File: src/alle_pkg.sv
// ----------------------------------------------------------------------------
// alle_pkg
// Shared types and codes for the array linked list engine.
// ----------------------------------------------------------------------------
package alle_pkg;

  // operation codes
  localparam logic [2:0] FN_INS_BEFORE = 3'd0;
  localparam logic [2:0] FN_INS_AFTER  = 3'd1;
  localparam logic [2:0] FN_DELETE     = 3'd2;
  localparam logic [2:0] FN_FIND       = 3'd3;
  localparam logic [2:0] FN_COMPACT    = 3'd4;

  // result status codes
  localparam logic [1:0] ST_OK       = 2'd0;
  localparam logic [1:0] ST_BAD_SLOT = 2'd1;
  localparam logic [1:0] ST_FULL     = 2'd2;
  localparam logic [1:0] ST_BAD_LOG  = 2'd3;

  // stream field widths
  localparam int FUNC_W  = 3;
  localparam int POS_W   = 9;
  localparam int VAL_W   = 32;
  localparam int LIDX_W  = 9;
  localparam int IN_W    = 56;
  localparam int OUT_W   = 24;
  localparam int CFG_W   = 9;

  typedef enum logic [3:0] {
    S_CLR, S_IDLE, S_RD, S_EVAL, S_INS1, S_INS2, S_DEL1, S_DEL2,
    S_FWALK, S_FSTEP, S_CWALK, S_CSTEP, S_CPRD, S_CPWR, S_FREE, S_DONE
  } state_t;

  typedef enum logic [3:0] {
    OP_NONE, OP_SWEEP, OP_LOAD, OP_RD, OP_EVAL, OP_INS1, OP_INS2,
    OP_DEL1, OP_DEL2, OP_FWALK, OP_FSTEP, OP_CWALK, OP_CSTEP,
    OP_CPRD, OP_CPWR
  } dp_op_t;

  typedef enum logic [2:0] {
    GO_DONE, GO_INS, GO_DEL, GO_FIND, GO_COMP
  } go_t;

  typedef struct packed {
    dp_op_t op;
    logic   load_out;
  } dp_cmd_t;

  typedef struct packed {
    go_t  go;
    logic find_end;
    logic cwalk_end;
    logic copy_end;
    logic skip_sweep;
    logic sweep_last;
  } dp_stat_t;

endpackage

File: src/alle_ctrl.sv
// ----------------------------------------------------------------------------
// alle_ctrl
// Controller: sequences datapath steps and owns the stream handshakes.
// ----------------------------------------------------------------------------
module alle_ctrl (
  input  logic               clk,
  input  logic               rst_n,
  input  logic               in_valid,
  output logic               in_ready,
  output logic               out_valid,
  input  logic               out_ready,
  output alle_pkg::dp_cmd_t  cmd,
  input  alle_pkg::dp_stat_t stat
);
  import alle_pkg::*;

  state_t state_r, state_nxt;
  logic   ov_r, ov_nxt;

  always_ff @(posedge clk) begin
    if (!rst_n) begin
      state_r <= S_CLR;
      ov_r    <= 1'b0;
    end else begin
      state_r <= state_nxt;
      ov_r    <= ov_nxt;
    end
  end

  // next state and step commands
  always_comb begin
    state_nxt    = state_r;
    cmd.op       = OP_NONE;
    cmd.load_out = 1'b0;
    in_ready     = 1'b0;
    ov_nxt       = ov_r && !out_ready;
    unique case (state_r)
      S_CLR: begin
        cmd.op = OP_SWEEP;
        if (stat.sweep_last) state_nxt = S_IDLE;
      end
      S_IDLE: begin
        in_ready = 1'b1;
        if (in_valid) begin
          cmd.op = OP_LOAD;
          state_nxt = S_RD;
        end
      end
      S_RD: begin
        cmd.op = OP_RD;
        state_nxt = S_EVAL;
      end
      S_EVAL: begin
        cmd.op = OP_EVAL;
        unique case (stat.go)
          GO_INS:  state_nxt = S_INS1;
          GO_DEL:  state_nxt = S_DEL1;
          GO_FIND: state_nxt = S_FWALK;
          GO_COMP: state_nxt = S_CWALK;
          default: state_nxt = S_DONE;
        endcase
      end
      S_INS1: begin cmd.op = OP_INS1; state_nxt = S_INS2; end
      S_INS2: begin cmd.op = OP_INS2; state_nxt = S_DONE; end
      S_DEL1: begin cmd.op = OP_DEL1; state_nxt = S_DEL2; end
      S_DEL2: begin cmd.op = OP_DEL2; state_nxt = S_DONE; end
      S_FWALK: begin
        cmd.op = OP_FWALK;
        state_nxt = stat.find_end ? S_DONE : S_FSTEP;
      end
      S_FSTEP: begin cmd.op = OP_FSTEP; state_nxt = S_FWALK; end
      S_CWALK: begin
        cmd.op = OP_CWALK;
        state_nxt = stat.cwalk_end ? S_CPRD : S_CSTEP;
      end
      S_CSTEP: begin cmd.op = OP_CSTEP; state_nxt = S_CWALK; end
      S_CPRD: begin
        cmd.op = OP_CPRD;
        if (!stat.copy_end) state_nxt = S_CPWR;
        else if (stat.skip_sweep) state_nxt = S_DONE;
        else state_nxt = S_FREE;
      end
      S_CPWR: begin cmd.op = OP_CPWR; state_nxt = S_CPRD; end
      S_FREE: begin
        cmd.op = OP_SWEEP;
        if (stat.sweep_last) state_nxt = S_DONE;
      end
      S_DONE: begin
        if (!ov_r || out_ready) begin
          cmd.load_out = 1'b1;
          ov_nxt = 1'b1;
          state_nxt = S_IDLE;
        end
      end
      default: state_nxt = S_IDLE;
    endcase
  end

  assign out_valid = ov_r;

endmodule
File: config.mk
export PLATFORM = sky130hd
export DESIGN_NAME = alle_ctrl
export DESIGN_NICKNAME = d
export VERILOG_FILES = /design/src/alle_pkg.sv /design/src/alle_ctrl.sv
export SDC_FILE = /design/constraint.sdc
export NUM_CORES = 1
export LEC_CHECK = 0
export ABC_AREA = 1
export BUFFER_PORTS_ARGS = -buffer_cell sky130_fd_sc_hd__buf_2
export CORE_AREA = 2 2 51 53
export CTS_CLUSTER_SIZE = 24
export DETAILED_ROUTE_END_ITERATION = 16
export DIE_AREA = 0 0 53 55
export GPL_TIMING_DRIVEN = 0
export RECOVER_POWER = 50
export SYNTH_ARGS = -nofsm -noshare
export SYNTH_HDL_FRONTEND = slang
export SYNTH_SLANG_ARGS = --single-unit
export TNS_END_PERCENT = 10
File: constraint.sdc
create_clock -name clk -period 1.6 [get_ports clk]
set_clock_uncertainty 0.05 [all_clocks]
set_input_delay 0.24 -clock clk [delete_from_list [all_inputs] [get_ports clk]]
set_output_delay 0.24 -clock clk [all_outputs]
set_load 0.005 [all_outputs]
# [After elaboration in Yosys (flattened, before gate mapping)]
# Index checks and enable logic that the tools add are counted.
[word_totals] word_cells=50 out_inout_bits=7 reg_bits=5 inputBits=12
[op_classes] n_mux=17 n_eq_ne=23 n_reduce_logical=8
[op_table] cell="$pmux W4 S15" n=1
[op_table] cell="$pmux W4 S14" n=1
[op_table] cell="$eq A4 B4 Y1 const B" n=8
[op_table] cell="$eq A4 B3 Y1 const B" n=4
[op_table] cell="$mux W4" n=4
[op_table] cell="$pmux W4 S4" n=1
[op_table] cell="$eq A4 B2 Y1 const B" n=2
[op_table] cell="$ne A2 B2 Y1 const B" n=4
[op_table] cell="$eq A3 B2 Y1 const B" n=2
[op_table] cell="$mux W1" n=6
[op_table] cell="$mux W3" n=2
[op_table] cell="$eq A4 B1 Y1 const B" n=1
[op_table] cell="$logic_not A4 Y1" n=1
[op_table] cell="$mux W2" n=2
[op_table] cell="$reduce_and A4 Y1" n=1
[op_table] cell="$reduce_or A2 Y1" n=2
[op_table] cell="$eq A3 B1 Y1 const B" n=1
[op_table] cell="$eq A3 B3 Y1 const B" n=1
[op_table] cell="$logic_not A1 Y1" n=2
[op_table] cell="$logic_and A1 B1 Y1" n=1
[op_table] cell="$logic_or A1 B1 Y1" n=1

# [Depth between registers and ports, before layout]
[logic_depth] ltp_word=4 ltp_mapped=10 mapped_depth_nobuf=10

# [Least setup slack after synthesis]
# OpenSTA, ideal clock, no wires.
[synth_path] path_kind="flip-flop to flip-flop" startpoint="register state_r[0]" endpoint="register state_r[0]" t_arrival_ns=1.062 n_path_buf=0 synth_period_minus_slack_ns=1.221 stages_incl_launch_ff=10 slack_ns=0.379 t_required_ns=1.441 path_cell_list="dfxtp_1 nor2_2 nand2_2 nand2_2 nand2_1 nand2_1 nor2_2 nand3_1 nand2_1 inv_1"
[synth_via] elab_chain_cells=3
[synth_lines] item="start: declaration" line="alle_ctrl.sv:17" rtl="state_t state_r, state_nxt;"
[synth_lines] item="start signal: assignment" line="alle_ctrl.sv:25" rtl="state_r <= state_nxt;"
[synth_lines] item="$eq A4 B3 Y1, or another cell as far along" line="alle_ctrl.sv:37" rtl="unique case (state_r)"
[synth_lines] item="$reduce_or A2 Y1 (no line) / $ne A2 B2 Y1 (equally long branches)"
[synth_lines] item="$pmux W4 S15 / $reduce_and A4 Y1 (equally long branches)"
# Several ways; a longest one is shown, not always the timed one.
# A chain may end at the register's enable or synchronous reset.

==> results.yml <==
critical_path:
  r2r_start: "state_r[3]"
  cp_slowest_stage_delay_ns: 0.41
  crit_type: "register to output pin"
  crit_fanout: 6
  cp-startpoint: "state_r[0]"
  cp_cell_sequence: "nand2_2 -> nor2_1 -> a2bb2oi_1 -> buf_2"
  arrival_ns: 1.21
  critPathCaptureType: "output pin"
  slowest_stage: "dfxtp_2"
  timing.rr.end: "state_r[1]"
  ff2ff_path_depth: 8
  rrSetupSlack_ns: 0.22
  crit_required_ns: 1.31
  critPathLaunchType: "register"
die:
  io_pins: 19
  dieArea_mm2: 0.00292
  rows: 18
  die_h_um: 55
  die_x_um: 53
  start_util_pct: 24.2
  core_area_mm2: 0.00236
detailed_routing:
  post_drt_wl_per_cell_um: 8.83
  drcViolationCount: 0
  vias: 733
  first_pass_iters: 4
  routed_via_density: 4.42
  drtAntennaViolNets: 0
  drt_iter0_markers: 19
  wl_mm: 1.47
sta:
  slew_headroom_pct: 77.2
  fin_crit_sh_pct: 93.5
  tns_ns: 0
  fin_crit_ns: 1.50
  tightest_slew_ns: 0.340
  grt_setup_unrepaired: "false"
  setup_viol: 0
  slew_viol_final: 0
  hold_viol: 0
  clock.fmax_ghz: 0.668
  worst_hold_slack_ns: 0.245
clocking:
  cts_max_level: 1
  insertion_delay_ns: 0.24
  tritoncts: "built"
  root_buffer: "clkbuf_4"
  cts.sinks: 5
  cts_buffer_depth: 2
  post-cts-setup-buffers: 0
  cts_hold_buf: 0
  path_clk_slew_ns: 0.04
  cts_buffers: 3
global_route:
  grt_pass1_vias: 656
  antenna_found_initial: 0
  globalRouteTotalUtil_pct: 10.8
  grt_start_max_net_pins: 7
  gr-total-overflow: 0
  grt_pass1_wl_mm: 2.38
layout:
  antenna_cells: 0
  drive_gt1_share_pct: 25.0
  final_common_cell: "nand2_1"
  n_fill_cell: 276
  final_cell_mix: "nand2_1 (37), nor2_1 (24), inv_1 (17)"
  area_growth_pct: 27.3
  fin_cells: 166
  nNetsFinal: 149
placement:
  portBuffers: 18
  gp_congestion: 0.891
  dp_cells: 162
  hpwl_mm: 1.26
synthesis:
  syn_avg_cell_area_um2: 5.03
  synthCells: 114
  netlist.area_leader.share_pct: 24.2
  synth_area_leaders: "nand2_1 (24%), dfxtp_1 (17%), nor2_1 (16%)"
  ys_types: 15
  synth.largest_area_cell: "nand2_1"
  yosysSeqAreaShare_pct: 17.5
  syn_area_um2: 573
  synth_warnings: 0
  ys_ff_latch: 5
  postSynthNetCount: 126
pwr:
  ir_worst_vdd_mv: 0.638
  p_per_area_mw_per_mm2: 905
  leakagePower_nw: 0.438
  fin_total_pwr_mw: 0.660
status:
  outcome: "complete, no violations"
job:
  drv_cap: 0
min_path:
  holdPathEnd: "state_r[3]"
  holdPathStages: 3
  min_path_type: "input port to register"
  min-delay-start: "rst_n"
worst max-delay path, delay by kind of cell (launching register included):
family / cells / cell delay (ns)
simple gates: 2 / 0.24
flops: 1 / 0.41
buf+inv: 1 / 0.13
compound gates: 1 / 0.18
layer usage:
| metal | wire (µm) | GRT usage, % | share of wire [%] |
|---|---|---|---|
| met1 | 639 | 12.1 | 44 |
| met2 | 711 | 19.6 | 49 |
| met3 | 97 | 4.03 | 6.6 |
| met4 | 17 | 2.14 | 1.2 |
| met5 | 0 | 0 | 0 |
stage by stage:
stage / util (%) / instance area, µm² / setup WS, ns
6_report: 30.8 / 729 / 0.104
5_1_grt: 30.8 / 729 / 0.0163
4_1_cts: 30.8 / 728 / 0.0542
3_5_place_dp: 29.6 / 701 / 0.185
3_3_place_gp: 29.6 / 701 / 0.181
2_1_floorplan: - / 573 / 0.379
registers in the layout (all words and copies together), names as in the netlist:
name,count
out_valid,1
state_r,4
worst max-delay path by stage:
stage / to / slack, ns / cells after the start
floorplan: state_r[0] / 0.38 / 9
global placement: state_r[1] / 0.18 / 8
detailed placement: state_r[1] / 0.18 / 8
CTS: cmd[0] / 0.05 / 5
global route: cmd[0] / 0.02 / 5
finish: cmd[4] / 0.10 / 4
area by class of cell:
cell class	count	area, µm²	area share (%)
Tap cell	30	37.5	5.15
Sequential cell	5	105	14.4
Timing Repair Buffer	18	87.6	12.0
Clock buffer	4	26.3	3.60
Inverter	19	71.3	9.78
Multi-Input combinational cell	90	402	55.1
cell families (layout without fill, tap and decap cells):
group | after synthesis | after routing | synth area share (%)
AND/OR/NAND/NOR | 80 | 80 | 60.5
buffers and inverters | 19 | 41 | 12.4
flip-flops | 5 | 5 | 17.5
AO/OA/AOI/OAI | 10 | 10 | 9.61
cells in the mapped netlist (all sizes together):
cell type	instances
nand3	10
o21ai	2
and3	1
inv	19
o22ai	1
a2bb2oi	1
a21oi	6
nand2	42
nor2	27
dfxtp	5
power by group:
| part | internal [mW] | total, mW | switching (mW) |
|---|---|---|---|
| registers | 0.148 | 0.182 | 0.0347 |
| logic | 0.127 | 0.337 | 0.210 |
| clock network | 0.0940 | 0.141 | 0.0470 |
repair_timing:
action,CTS,global route
resized for setup,2,3
pin swaps,0,0
endpoints found under the setup margin,2,3
Power figures use the tool's default switching activity.
